==> config.mk <==
export PLATFORM = sky130hd
export DESIGN_NAME = wall_follow_pd_steering
export DESIGN_NICKNAME = d
export VERILOG_FILES = /design/src/design/wfpd_pkg.sv /design/src/design/wfpd_seq.sv /design/src/design/wfpd_dp.sv /design/src/design/wall_follow_pd_steering.sv
export SDC_FILE = /design/constraint.sdc
export NUM_CORES = 1
export LEC_CHECK = 0
export ABC_AREA = 1
export BUFFER_PORTS_ARGS = -buffer_cell sky130_fd_sc_hd__buf_2
export CORE_MARGIN = 2
export CORE_UTILIZATION = 38
export DETAILED_ROUTE_END_ITERATION = 10
export GPL_TIMING_DRIVEN = 0
export PLACE_DENSITY = 0.52
export SLEW_MARGIN = 20
export SYNTH_ARGS = -nofsm -noshare
export SYNTH_HDL_FRONTEND = slang
export SYNTH_SLANG_ARGS = --single-unit
==> constraint.sdc <==
create_clock -name clk -period 11.3 [get_ports clk]
set_input_delay 0 -clock clk [delete_from_list [all_inputs] [get_ports clk]]
set_output_delay 0 -clock clk [all_outputs]
set_load 0.1 [all_outputs]
==> src/design/wfpd_pkg.sv <==
// wfpd_pkg.sv: shared widths, configuration struct, microcode word and program rom
// for the wall-following pd steering block; no dependencies
package wfpd_pkg;

  localparam int FRAC_BITS_DEF = 8;

  localparam int DIST_W     = 9;
  localparam int ERR_W      = 10;
  localparam int DERIV_W    = 11;
  localparam int GAIN_W     = 10;
  localparam int SPEED_W    = 8;
  localparam int CTRL_W     = 11;
  localparam int SUM_W      = 24;
  localparam int ACC_W      = 27;
  localparam int MODE_W     = 2;
  localparam int CFG_ADDR_W = 3;
  localparam int CFG_DATA_W = 10;
  localparam int PC_W       = 4;
  localparam int N_W        = 14;
  localparam int N_SHIFT    = 4;
  localparam int Q_W        = 11;
  localparam int RECIP_W    = 13;
  localparam int RECIP_SHIFT = 16;

  // 16*|c| is saturated here, far past every output limit
  localparam logic [N_W-1:0] N_MAX = 14'd16383;
  // ceil(2^16 / 10)
  localparam logic [RECIP_W-1:0] RECIP_M = 13'd6554;

  localparam logic signed [ACC_W-1:0] SUM_HI = 27'sd8388607;
  localparam logic signed [ACC_W-1:0] SUM_LO = -27'sd8388608;
  localparam logic signed [CTRL_W-1:0] CTRL_HI = 11'sd1023;
  localparam logic signed [CTRL_W-1:0] CTRL_LO = -11'sd1023;
  localparam int SPEED_MAX = 255;

  localparam logic [MODE_W-1:0] MODE_SCALED = 2'd1;
  localparam logic [MODE_W-1:0] MODE_MIRROR = 2'd2;

  typedef enum logic [CFG_ADDR_W-1:0] {
    REG_TARGET     = 3'd0,
    REG_GAIN_P     = 3'd1,
    REG_GAIN_D     = 3'd2,
    REG_GAIN_I     = 3'd3,
    REG_BASE_LEFT  = 3'd4,
    REG_BASE_RIGHT = 3'd5,
    REG_NO_ECHO    = 3'd6,
    REG_MODE       = 3'd7
  } cfg_reg_t;

  typedef struct packed {
    logic [DIST_W-1:0]  target_distance;
    logic [GAIN_W-1:0]  gain_p;
    logic [GAIN_W-1:0]  gain_d;
    logic [GAIN_W-1:0]  gain_i;
    logic [SPEED_W-1:0] base_speed_left;
    logic [SPEED_W-1:0] base_speed_right;
    logic [DIST_W-1:0]  no_echo_distance;
    logic [MODE_W-1:0]  steer_mode;
  } cfg_t;

  typedef enum logic [2:0] {
    MUL_NONE,
    MUL_DECAY_SUM,
    MUL_GI_ERR,
    MUL_GP_ERR,
    MUL_GD_DERIV,
    MUL_RECIP
  } mul_sel_t;

  typedef enum logic [2:0] {
    ACC_HOLD,
    ACC_ERR,
    ACC_ROUND,
    ACC_ADD_SAT,
    ACC_ADD,
    ACC_CEIL
  } acc_op_t;

  typedef enum logic [1:0] {
    OUT_NONE,
    OUT_SCALED,
    OUT_PLAIN
  } out_op_t;

  typedef enum logic {
    JMP_NEXT,
    JMP_IF_NOT_SCALED
  } jmp_t;

  typedef struct packed {
    mul_sel_t        mul_sel;
    acc_op_t         acc_op;
    out_op_t         out_op;
    jmp_t            jmp;
    logic [PC_W-1:0] target;
    logic            last;
  } ucode_t;

  typedef struct packed {
    logic     load_in;
    mul_sel_t mul_sel;
    acc_op_t  acc_op;
    out_op_t  out_op;
    logic     out_we;
  } dp_ctrl_t;

  localparam logic [PC_W-1:0] STEP_PLAIN = 4'd9;

  // program: error, decay product, round, saturate sum, p term, d term,
  // then either the ceil/scale branch or the plain output step
  function automatic ucode_t ucode_rom(input logic [PC_W-1:0] pc);
    ucode_t w;
    w = '{mul_sel: MUL_NONE, acc_op: ACC_HOLD, out_op: OUT_NONE,
          jmp: JMP_NEXT, target: '0, last: 1'b0};
    case (pc)
      4'd0: w.acc_op = ACC_ERR;
      4'd1: w.mul_sel = MUL_DECAY_SUM;
      4'd2: begin
        w.acc_op  = ACC_ROUND;
        w.mul_sel = MUL_GI_ERR;
      end
      4'd3: begin
        w.acc_op  = ACC_ADD_SAT;
        w.mul_sel = MUL_GP_ERR;
      end
      4'd4: begin
        w.acc_op  = ACC_ADD;
        w.mul_sel = MUL_GD_DERIV;
      end
      4'd5: begin
        w.acc_op = ACC_ADD;
        w.jmp    = JMP_IF_NOT_SCALED;
        w.target = STEP_PLAIN;
      end
      4'd6: w.acc_op = ACC_CEIL;
      4'd7: w.mul_sel = MUL_RECIP;
      4'd8: begin
        w.out_op = OUT_SCALED;
        w.last   = 1'b1;
      end
      4'd9: begin
        w.out_op = OUT_PLAIN;
        w.last   = 1'b1;
      end
      default: w.last = 1'b1;
    endcase
    return w;
  endfunction

endpackage

==> src/design/wfpd_seq.sv <==
// wfpd_seq.sv: step counter, program rom lookup and stream handshakes
// depends on wfpd_pkg
module wfpd_seq (
  input  logic                            clk,
  input  logic                            rst,
  input  logic                            in_valid,
  output logic                            in_ready,
  output logic                            out_valid,
  input  logic                            out_ready,
  input  logic [wfpd_pkg::MODE_W-1:0]     mode,
  output wfpd_pkg::dp_ctrl_t              ctrl
);

  logic                        busy;
  logic [wfpd_pkg::PC_W-1:0]   pc;
  logic [wfpd_pkg::PC_W-1:0]   pc_next;
  wfpd_pkg::ucode_t            uw;
  logic                        out_free;

  assign uw       = wfpd_pkg::ucode_rom(pc);
  assign out_free = !out_valid || out_ready;
  assign in_ready = !busy;

  always_comb begin
    if (uw.jmp == wfpd_pkg::JMP_IF_NOT_SCALED && mode != wfpd_pkg::MODE_SCALED) begin
      pc_next = uw.target;
    end else begin
      pc_next = pc + 1'b1;
    end
  end

  always_comb begin
    ctrl.load_in = !busy && in_valid;
    ctrl.mul_sel = busy ? uw.mul_sel : wfpd_pkg::MUL_NONE;
    ctrl.acc_op  = busy ? uw.acc_op : wfpd_pkg::ACC_HOLD;
    ctrl.out_op  = uw.out_op;
    ctrl.out_we  = busy && uw.last && out_free;
  end

  always_ff @(posedge clk) begin
    if (rst) begin
      busy      <= 1'b0;
      pc        <= '0;
      out_valid <= 1'b0;
    end else begin
      if (ctrl.out_we) begin
        out_valid <= 1'b1;
      end else if (out_ready) begin
        out_valid <= 1'b0;
      end
      if (!busy) begin
        if (in_valid) begin
          busy <= 1'b1;
          pc   <= '0;
        end
      end else if (uw.last) begin
        // hold on the last step until the output register frees up
        if (out_free) begin
          busy <= 1'b0;
        end
      end else begin
        pc <= pc_next;
      end
    end
  end

endmodule

==> src/design/wfpd_dp.sv <==
// wfpd_dp.sv: shared multiplier, accumulator, loop state and output registers
// driven one control word per cycle; depends on wfpd_pkg
module wfpd_dp #(
  parameter int FRAC_BITS = wfpd_pkg::FRAC_BITS_DEF
) (
  input  logic                                clk,
  input  logic                                rst,
  input  wfpd_pkg::cfg_t                      cfg,
  input  wfpd_pkg::dp_ctrl_t                  ctrl,
  input  logic [wfpd_pkg::DIST_W-1:0]         distance_cm,
  output logic [wfpd_pkg::SPEED_W-1:0]        speed_left,
  output logic [wfpd_pkg::SPEED_W-1:0]        speed_right,
  output logic signed [wfpd_pkg::CTRL_W-1:0]  control_value
);

  localparam int ACC_W = wfpd_pkg::ACC_W;
  localparam int SUM_W = wfpd_pkg::SUM_W;
  localparam int N_W   = wfpd_pkg::N_W;
  localparam int Q_W   = wfpd_pkg::Q_W;
  localparam int A_W   = SUM_W + 1;
  localparam int B_W   = ((FRAC_BITS > wfpd_pkg::RECIP_W) ? FRAC_BITS : wfpd_pkg::RECIP_W) + 1;
  localparam int P_W   = A_W + B_W;
  localparam int DECAY_Q = ((7 << FRAC_BITS) + 5) / 10;

  localparam logic signed [P_W-1:0]   HALF_P   = P_W'(1) << (FRAC_BITS - 1);
  localparam logic signed [ACC_W-1:0] CEIL_ADD = ACC_W'((1 << FRAC_BITS) - 1);
  localparam logic [ACC_W-1:0]        MAG_LIM  = ACC_W'(wfpd_pkg::N_MAX >> wfpd_pkg::N_SHIFT);

  // loop state
  logic signed [SUM_W-1:0]              leaky_sum;
  logic signed [wfpd_pkg::ERR_W-1:0]    previous_error;

  // working registers
  logic [wfpd_pkg::DIST_W-1:0]          dist_in;
  logic signed [wfpd_pkg::ERR_W-1:0]    err;
  logic signed [wfpd_pkg::DERIV_W-1:0]  deriv;
  logic signed [ACC_W-1:0]              acc;
  logic signed [P_W-1:0]                p;
  logic [N_W-1:0]                       n;

  // combinational
  logic [wfpd_pkg::DIST_W-1:0]          dist_eff;
  logic signed [wfpd_pkg::ERR_W-1:0]    err_n;
  logic signed [wfpd_pkg::DERIV_W-1:0]  deriv_n;
  logic signed [A_W-1:0]                mul_a;
  logic signed [B_W-1:0]                mul_b;
  logic signed [P_W-1:0]                prod;
  logic signed [P_W-1:0]                p_round;
  logic signed [ACC_W-1:0]              add_res;
  logic signed [ACC_W-1:0]              sum_sat;
  logic signed [ACC_W-1:0]              ceil_v;
  logic [ACC_W-1:0]                     mag;
  logic [N_W-1:0]                       n_next;

  logic [Q_W-1:0]                       qe;
  logic [N_W:0]                         ten_q;
  logic [N_W:0]                         tq;
  logic                                 over;
  logic                                 up;
  logic [Q_W-1:0]                       q;
  logic [wfpd_pkg::SPEED_W+3:0]         left_s;
  logic [wfpd_pkg::SPEED_W+3:0]         qc;
  logic [wfpd_pkg::SPEED_W+3:0]         br_x;
  logic [wfpd_pkg::SPEED_W-1:0]         sc_left;
  logic [wfpd_pkg::SPEED_W-1:0]         sc_right;
  logic signed [ACC_W-1:0]              q_s;
  logic signed [ACC_W-1:0]              sc_ctrl_full;

  logic                                 mirror;
  logic signed [ACC_W:0]                acc_x;
  logic signed [ACC_W:0]                bl_q;
  logic signed [ACC_W:0]                br_q;
  logic signed [ACC_W:0]                ls;
  logic signed [ACC_W:0]                rs;
  logic signed [ACC_W-1:0]              trunc_bias;
  logic signed [ACC_W-1:0]              pl_ctrl_full;

  function automatic logic [wfpd_pkg::SPEED_W-1:0] speed_sat(input logic signed [ACC_W:0] x);
    logic signed [ACC_W:0] w;
    w = x >>> FRAC_BITS;
    if (x < 0) begin
      return '0;
    end else if (w > wfpd_pkg::SPEED_MAX) begin
      return wfpd_pkg::SPEED_W'(wfpd_pkg::SPEED_MAX);
    end
    return w[wfpd_pkg::SPEED_W-1:0];
  endfunction

  function automatic logic signed [wfpd_pkg::CTRL_W-1:0] ctrl_clamp(
    input logic signed [ACC_W-1:0] v
  );
    if (v > wfpd_pkg::CTRL_HI) begin
      return wfpd_pkg::CTRL_HI;
    end else if (v < wfpd_pkg::CTRL_LO) begin
      return wfpd_pkg::CTRL_LO;
    end
    return v[wfpd_pkg::CTRL_W-1:0];
  endfunction

  // error and derivative
  assign dist_eff = (dist_in == '0) ? cfg.no_echo_distance : dist_in;
  assign err_n    = signed'({1'b0, cfg.target_distance}) - signed'({1'b0, dist_eff});
  assign deriv_n  = {err_n[wfpd_pkg::ERR_W-1], err_n}
                  - {previous_error[wfpd_pkg::ERR_W-1], previous_error};

  // operand select for the shared multiplier
  always_comb begin
    mul_a = '0;
    mul_b = '0;
    case (ctrl.mul_sel)
      wfpd_pkg::MUL_DECAY_SUM: begin
        mul_a = {{(A_W-SUM_W){leaky_sum[SUM_W-1]}}, leaky_sum};
        mul_b = B_W'(DECAY_Q);
      end
      wfpd_pkg::MUL_GI_ERR: begin
        mul_a = {{(A_W-wfpd_pkg::ERR_W){err[wfpd_pkg::ERR_W-1]}}, err};
        mul_b = {{(B_W-wfpd_pkg::GAIN_W){1'b0}}, cfg.gain_i};
      end
      wfpd_pkg::MUL_GP_ERR: begin
        mul_a = {{(A_W-wfpd_pkg::ERR_W){err[wfpd_pkg::ERR_W-1]}}, err};
        mul_b = {{(B_W-wfpd_pkg::GAIN_W){1'b0}}, cfg.gain_p};
      end
      wfpd_pkg::MUL_GD_DERIV: begin
        mul_a = {{(A_W-wfpd_pkg::DERIV_W){deriv[wfpd_pkg::DERIV_W-1]}}, deriv};
        mul_b = {{(B_W-wfpd_pkg::GAIN_W){1'b0}}, cfg.gain_d};
      end
      wfpd_pkg::MUL_RECIP: begin
        mul_a = {{(A_W-N_W){1'b0}}, n};
        mul_b = {{(B_W-wfpd_pkg::RECIP_W){1'b0}}, wfpd_pkg::RECIP_M};
      end
      default: begin
        mul_a = '0;
        mul_b = '0;
      end
    endcase
  end

  assign prod = mul_a * mul_b;

  // accumulator arithmetic
  assign p_round = (p + HALF_P) >>> FRAC_BITS;
  assign add_res = acc + signed'(p[ACC_W-1:0]);
  assign sum_sat = (add_res > wfpd_pkg::SUM_HI) ? wfpd_pkg::SUM_HI :
                   (add_res < wfpd_pkg::SUM_LO) ? wfpd_pkg::SUM_LO : add_res;
  assign ceil_v  = (acc + CEIL_ADD) >>> FRAC_BITS;
  assign mag     = ceil_v[ACC_W-1] ? unsigned'(-ceil_v) : unsigned'(ceil_v);
  assign n_next  = (mag > MAG_LIM) ? wfpd_pkg::N_MAX :
                   {mag[N_W-wfpd_pkg::N_SHIFT-1:0], {wfpd_pkg::N_SHIFT{1'b0}}};

  // scaled branch: divide by ten via reciprocal, one correction
  assign qe       = p[wfpd_pkg::RECIP_SHIFT +: Q_W];
  assign ten_q    = {1'b0, qe, 3'b000} + {3'b000, qe, 1'b0};
  assign over     = ten_q > {1'b0, n};
  assign q        = over ? qe - 1'b1 : qe;
  assign tq       = over ? ten_q - (N_W+1)'(10) : ten_q;
  assign up       = tq != {1'b0, n};
  assign left_s   = {4'b0000, cfg.base_speed_left} + {1'b0, q};
  assign qc       = {1'b0, q} + {{(wfpd_pkg::SPEED_W+3){1'b0}}, up};
  assign br_x     = {4'b0000, cfg.base_speed_right};
  assign sc_left  = (left_s > (wfpd_pkg::SPEED_W+4)'(wfpd_pkg::SPEED_MAX)) ?
                    wfpd_pkg::SPEED_W'(wfpd_pkg::SPEED_MAX) : left_s[wfpd_pkg::SPEED_W-1:0];
  assign sc_right = (br_x < qc) ? '0 : wfpd_pkg::SPEED_W'(br_x - qc);
  assign q_s      = signed'({{(ACC_W-Q_W){1'b0}}, q});
  assign sc_ctrl_full = acc[ACC_W-1] ? -q_s : q_s;

  // plain branch: speeds in Q format, control truncated toward zero
  assign mirror       = cfg.steer_mode == wfpd_pkg::MODE_MIRROR;
  assign acc_x        = {acc[ACC_W-1], acc};
  assign bl_q         = signed'((ACC_W+1)'(cfg.base_speed_left)) <<< FRAC_BITS;
  assign br_q         = signed'((ACC_W+1)'(cfg.base_speed_right)) <<< FRAC_BITS;
  assign ls           = mirror ? bl_q - acc_x : bl_q + acc_x;
  assign rs           = mirror ? br_q + acc_x : br_q - acc_x;
  assign trunc_bias   = CEIL_ADD & {ACC_W{acc[ACC_W-1]}};
  assign pl_ctrl_full = (acc + trunc_bias) >>> FRAC_BITS;

  always_ff @(posedge clk) begin
    if (rst) begin
      leaky_sum      <= '0;
      previous_error <= '0;
    end else begin
      if (ctrl.acc_op == wfpd_pkg::ACC_ERR) begin
        previous_error <= err_n;
      end
      if (ctrl.acc_op == wfpd_pkg::ACC_ADD_SAT) begin
        leaky_sum <= sum_sat[SUM_W-1:0];
      end
    end
  end

  always_ff @(posedge clk) begin
    if (ctrl.load_in) begin
      dist_in <= distance_cm;
    end
    if (ctrl.mul_sel != wfpd_pkg::MUL_NONE) begin
      p <= prod;
    end
    case (ctrl.acc_op)
      wfpd_pkg::ACC_ERR: begin
        err   <= err_n;
        deriv <= deriv_n;
      end
      wfpd_pkg::ACC_ROUND:   acc <= p_round[ACC_W-1:0];
      wfpd_pkg::ACC_ADD_SAT: acc <= sum_sat;
      wfpd_pkg::ACC_ADD:     acc <= add_res;
      wfpd_pkg::ACC_CEIL: begin
        acc <= ceil_v;
        n   <= n_next;
      end
      default: ;
    endcase
    if (ctrl.out_we) begin
      case (ctrl.out_op)
        wfpd_pkg::OUT_SCALED: begin
          speed_left    <= sc_left;
          speed_right   <= sc_right;
          control_value <= ctrl_clamp(sc_ctrl_full);
        end
        wfpd_pkg::OUT_PLAIN: begin
          speed_left    <= speed_sat(ls);
          speed_right   <= speed_sat(rs);
          control_value <= ctrl_clamp(pl_ctrl_full);
        end
        default: ;
      endcase
    end
  end

endmodule

==> src/design/wall_follow_pd_steering.sv <==
// wall_follow_pd_steering.sv: top level of the pd wall-following steering block
// holds the configuration registers, ties the sequencer to the datapath
// depends on wfpd_pkg, wfpd_seq, wfpd_dp
//
//  channel   | direction | handshake                    | payload
//  ----------+-----------+------------------------------+----------------------------------
//  s_axis    | in        | s_axis_tvalid, s_axis_tready | tdata[8:0] distance_cm
//  m_axis    | out       | m_axis_tvalid, m_axis_tready | tdata[7:0] speed_left,
//            |           |                              | [15:8] speed_right, [26:16] control
//  cfg       | in        | cfg_we (no wait)             | cfg_addr register, cfg_data value
//
// an item runs through a microcode program of one step per cycle, but for a stall on
// its last step; steer mode 1 adds ceil and divide-by-ten steps that modes 0, 2 and 3 skip;
// the shared multiplier is used at most once per step and sets the program length
// a new item is taken once the previous one has left the program, while its
// result may still sit in the output register
// a finished item waits on its last step while the output register is full
// synchronous reset restores the register defaults and clears the leaky sum
// and the previous error; no clearing pass is needed
module wall_follow_pd_steering #(
  parameter int FRAC_BITS = wfpd_pkg::FRAC_BITS_DEF
) (
  input  logic                                clk,
  input  logic                                rst,
  input  logic                                s_axis_tvalid,
  output logic                                s_axis_tready,
  input  logic [15:0]                         s_axis_tdata,   // [8:0] distance_cm
  output logic                                m_axis_tvalid,
  input  logic                                m_axis_tready,
  output logic [31:0]                         m_axis_tdata,   // [7:0] speed_left,
                                                              // [15:8] speed_right,
                                                              // [26:16] control_value
  input  logic                                cfg_we,
  input  logic [wfpd_pkg::CFG_ADDR_W-1:0]     cfg_addr,
  input  logic [wfpd_pkg::CFG_DATA_W-1:0]     cfg_data
);

  wfpd_pkg::cfg_t                          cfg;
  wfpd_pkg::dp_ctrl_t                      ctrl;
  logic [wfpd_pkg::SPEED_W-1:0]            speed_left;
  logic [wfpd_pkg::SPEED_W-1:0]            speed_right;
  logic signed [wfpd_pkg::CTRL_W-1:0]      control_value;

  // configuration registers, to be written by the user only while the block is idle; nothing in the block enforces this
  always_ff @(posedge clk) begin
    if (rst) begin
      cfg.target_distance  <= 9'd4;
      cfg.gain_p           <= 10'd97;
      cfg.gain_d           <= 10'd61;
      cfg.gain_i           <= 10'd0;
      cfg.base_speed_left  <= 8'd60;
      cfg.base_speed_right <= 8'd55;
      cfg.no_echo_distance <= 9'd200;
      cfg.steer_mode       <= 2'd0;
    end else if (cfg_we) begin
      case (wfpd_pkg::cfg_reg_t'(cfg_addr))
        wfpd_pkg::REG_TARGET:     cfg.target_distance  <= cfg_data[wfpd_pkg::DIST_W-1:0];
        wfpd_pkg::REG_GAIN_P:     cfg.gain_p           <= cfg_data[wfpd_pkg::GAIN_W-1:0];
        wfpd_pkg::REG_GAIN_D:     cfg.gain_d           <= cfg_data[wfpd_pkg::GAIN_W-1:0];
        wfpd_pkg::REG_GAIN_I:     cfg.gain_i           <= cfg_data[wfpd_pkg::GAIN_W-1:0];
        wfpd_pkg::REG_BASE_LEFT:  cfg.base_speed_left  <= cfg_data[wfpd_pkg::SPEED_W-1:0];
        wfpd_pkg::REG_BASE_RIGHT: cfg.base_speed_right <= cfg_data[wfpd_pkg::SPEED_W-1:0];
        wfpd_pkg::REG_NO_ECHO:    cfg.no_echo_distance <= cfg_data[wfpd_pkg::DIST_W-1:0];
        wfpd_pkg::REG_MODE:       cfg.steer_mode       <= cfg_data[wfpd_pkg::MODE_W-1:0];
        default: ;
      endcase
    end
  end

  // step counter and handshakes
  wfpd_seq u_seq (
    .clk       (clk),
    .rst       (rst),
    .in_valid  (s_axis_tvalid),
    .in_ready  (s_axis_tready),
    .out_valid (m_axis_tvalid),
    .out_ready (m_axis_tready),
    .mode      (cfg.steer_mode),
    .ctrl      (ctrl)
  );

  // arithmetic, loop state and output register
  wfpd_dp #(
    .FRAC_BITS (FRAC_BITS)
  ) u_dp (
    .clk           (clk),
    .rst           (rst),
    .cfg           (cfg),
    .ctrl          (ctrl),
    .distance_cm   (s_axis_tdata[wfpd_pkg::DIST_W-1:0]),
    .speed_left    (speed_left),
    .speed_right   (speed_right),
    .control_value (control_value)
  );

  assign m_axis_tdata = {5'b00000, control_value, speed_right, speed_left};

  // an accepted item keeps the input closed on the next cycle
  a_busy_after_accept: assert property (@(posedge clk) disable iff (rst)
    (s_axis_tvalid && s_axis_tready) |=> !s_axis_tready)
    else $error("input reopened right after an accept");

  // a result only appears as an item finishes its program
  a_result_from_run: assert property (@(posedge clk) disable iff (rst)
    $rose(m_axis_tvalid) |-> $past(!s_axis_tready))
    else $error("result produced with no item in flight");

  // control saturates symmetrically, never the most negative code
  a_ctrl_sym: assert property (@(posedge clk) disable iff (rst)
    m_axis_tvalid |-> (control_value != -11'sd1024))
    else $error("control value beyond saturation limit");

endmodule

==> metrics.cfg <==
[setup_path]
end_kind = flip-flop
reg2reg_to = u_dp.p[32]
cp-endpoint = u_dp.p[32]
reg2regPathDepth = 36
crit_fanout = 10
cp_common_cell = inv_1
cp_slowest_stage_delay_ns = 0.66
slowest_stage = clkbuf_1
start_kind = flip-flop
timing.rr.start = u_seq.pc[1]
required_ns = 11.65
cp.arrival_ns = 9.66
r2r_slack_ns = 1.99
worstSetupPathType = reg -> reg
startpoint = u_seq.pc[1]

[min_path]
hold_class = in -> reg

[drt]
vias_per_cell = 5.09
drt-initial-drc-count = 1644
drc = 0
first_pass_iters = 6
drt_wl_total_um = 91100
ant_nets = 0
via_count = 24714
wl_per_cell_um = 18.7

[cts]
cts_tree = yes
clkTransAtPathRegs_ns = 0.07
worstSkewPairLatency_ns = 0.60
clockBufferDepth = 3
cts_sinks = 236
cts-buffers-inserted = 31
cts_resized = 0
cts_max_level = 1
clockRootBuffer = clkbuf_16

[synthesis]
synth-seq-area-share_pct = 21.1
syn-instance-count = 3722
yosysUniqueCellTypes = 72
synth_edf_count = 130
ys_ff_latch = 236
synthArstFlopShare_pct = 0
synth_area_leader_cell = fa_1
synthFlopType = edfxtp_1
syn_avg_cell_area_um2 = 7.69
ys_warn_count = 0
yosys-top-cells-area = fa_1 18%, edfxtp_1 14%, ha_1 11%
synth_area_um2 = 28600
synth_top_cell_area_share_pct = 18.0

[timing]
post-route-period-util_pct = 82.4
worst_pin_slew_ns = 1.13
hold_viol_final = 0
clock_skew_ns = 0.0190
setup_slack_ns = 1.99
drv_slew = 0
max-slew-margin-rel_pct = 24.0
max_freq_mhz = 107
setup_viol = 0
min_period_ns = 9.31
finalSetupTns_ns = 0
rsz0062_at_grt = false

[layout]
insertedDiodeCount = 0
layout_commonest_cell = nand2_1
nNetsFinal = 4400
area_growth_syn_to_layout_pct = 10.6
final_cell_mix = 674 x nand2_1, 643 x inv_1, 436 x nor2_1
drive_gt1_share_pct = 7.12

[placed_design]
gp_congestion = 0.954
port_buffers = 54
place_hpwl_um = 76200
post-place-ws_ns = 1.95

[global_route]
grt_max_degree = 31
track_usage_pct = 23.6
grt_pass1_vias = 24509
grt_pass1_wl_um = 142000
antenna_found_initial = 1
overflow = 0

[die]
rows = 100
io_pins = 68
core_um2 = 74400
die_w_um = 278
die-area_um2 = 77500
start_util_pct = 38.4
fp.dieH_um = 278

[power]
comb_power_share_pct = 23.6
ir_drop_uv = 117
switching_share_pct = 32.3
internal_power_mw = 1.78
switchingPower_mw = 0.849
clkPwrFrac_pct = 39.0
cellLeakagePower_nw = 15.1
power_density_nw_per_um2 = 83.1
pwr-share-seq_pct = 37.4

[run]
drv_cap = 0

[outcome]
outcome = finished clean

[critical path: cells and delay by family (launching register included)]
family | cells | cell delay [ns]
adders and majority gates | 8 | 3.60
buffers and inverters | 11 | 1.90
AOI/OAI and AO/OA | 9 | 1.66
and+or+nand+nor | 7 | 1.34
DFF | 1 | 0.38
xor gates and xnor gates | 1 | 0.14
[stage by stage]
step	hold slack [ns]	util (%)	power (mW)	instances	cell area, um2
after global routing	0.115	42.5	2.77	4860	31600
after floorplan	0.0785	-	1.44	3743	28700
after detailed placement	0.179	40.7	1.61	4773	30300
after global placement	0.178	40.5	1.61	4766	30200
after CTS	0.0885	42.5	2.65	4860	31600
final	0.119	42.5	2.63	4860	31600
[cell families after synthesis]
logic type,Yosys count,share of synthesized area (%)
other,1,0.0131
AOI/OAI and AO/OA,545,11.0
buffers and inverters,776,10.6
xor gates and xnor gates,213,6.57
DFF,236,21.1
adders and majority gates,500,28.6
and+or+nand+nor,1451,22.2
[power by group through the flow]
stage,clock (mW),combinational (mW),sequential (mW)
6_report,1.02,0.620,0.984
5_1_grt,1.08,0.702,0.987
4_1_cts,1.04,0.620,0.983
3_5_place_dp,0,0.608,1.00
3_3_place_gp,0,0.606,1.00
2_1_floorplan,0,0.454,0.990
[synth_stat cells, types with 7 or more instances]
library cell	number
nor3_2	7
inv_2	21
nor2_1	437
o21ai_1	26
inv_1	643
o211ai_1	14
nor4_1	17
xor2_1	172
ha_1	243
edfxtp_1	130
nor3_1	35
nand3_1	144
o2111ai_1	17
o21ai_0	150
nand2_2	18
or2_2	10
o22ai_1	9
buf_2	9
dfxtp_1	106
nand3b_1	7
o21bai_1	16
a21oi_1	234
xnor2_1	39
nor2_2	12
clkbuf_1	69
buf_4	18
a221oi_1	8
nand4_1	41
a31oi_1	13
nand2_1	675
nand4_2	10
fa_1	257
[state kept, by name, indices dropped and copies added (netlist names)]
signal and count:
u_dp.dist_in 9, u_dp.n 11, u_dp.err 10, u_seq.out_valid 1
u_seq.pc 4, u_dp.acc 27, u_seq.busy 1, u_dp.previous_error 10
u_dp.leaky_sum 24, u_dp.speed_right 8, u_dp.control_value 11, u_dp.deriv 11
u_dp.speed_left 8, cfg 66, u_dp.p 35
[metal layers]
layer	share of wire (%)	global-route usage (%)	wire length (um)
met1	47	33.0	42600
met2	45	38.6	41300
met3	5.1	2.53	4650
met4	2.8	6.28	2560
met5	0	0	0
[final cells by class]
type	instances	area [um2]
buffer	104	497
sequential	236	6030
clock buffer	45	993
multi-input combinational	2731	19700
tap	969	1210
inverter	672	2530
timing repair buffer	90	619
fill	7777	42800
clock inverter	13	87.6
[repair_timing]
action / 4_1_cts / 5_1_grt
endpoints found under the hold margin: 77 / 0
setup buffers: 0 / 0
endpoints found under the setup margin: 0 / 0
hold buffers: 29 / 0
[worst min-delay path by stage]
stage | startpoint | to | slack [ns] | depth (start not counted)
2_1_floorplan | rst | u_dp.previous_error[8] | 0.08 | 1
3_3_place_gp | s_axis_tdata[5] | u_dp.dist_in[5] | 0.18 | 1
3_5_place_dp | s_axis_tdata[8] | u_dp.dist_in[8] | 0.18 | 1
4_1_cts | s_axis_tdata[8] | u_dp.dist_in[8] | 0.09 | 2
5_1_grt | s_axis_tdata[0] | u_dp.dist_in[0] | 0.11 | 2
6_report | s_axis_tdata[0] | u_dp.dist_in[0] | 0.12 | 2
No activity file was read; power rests on OpenSTA's default activity.
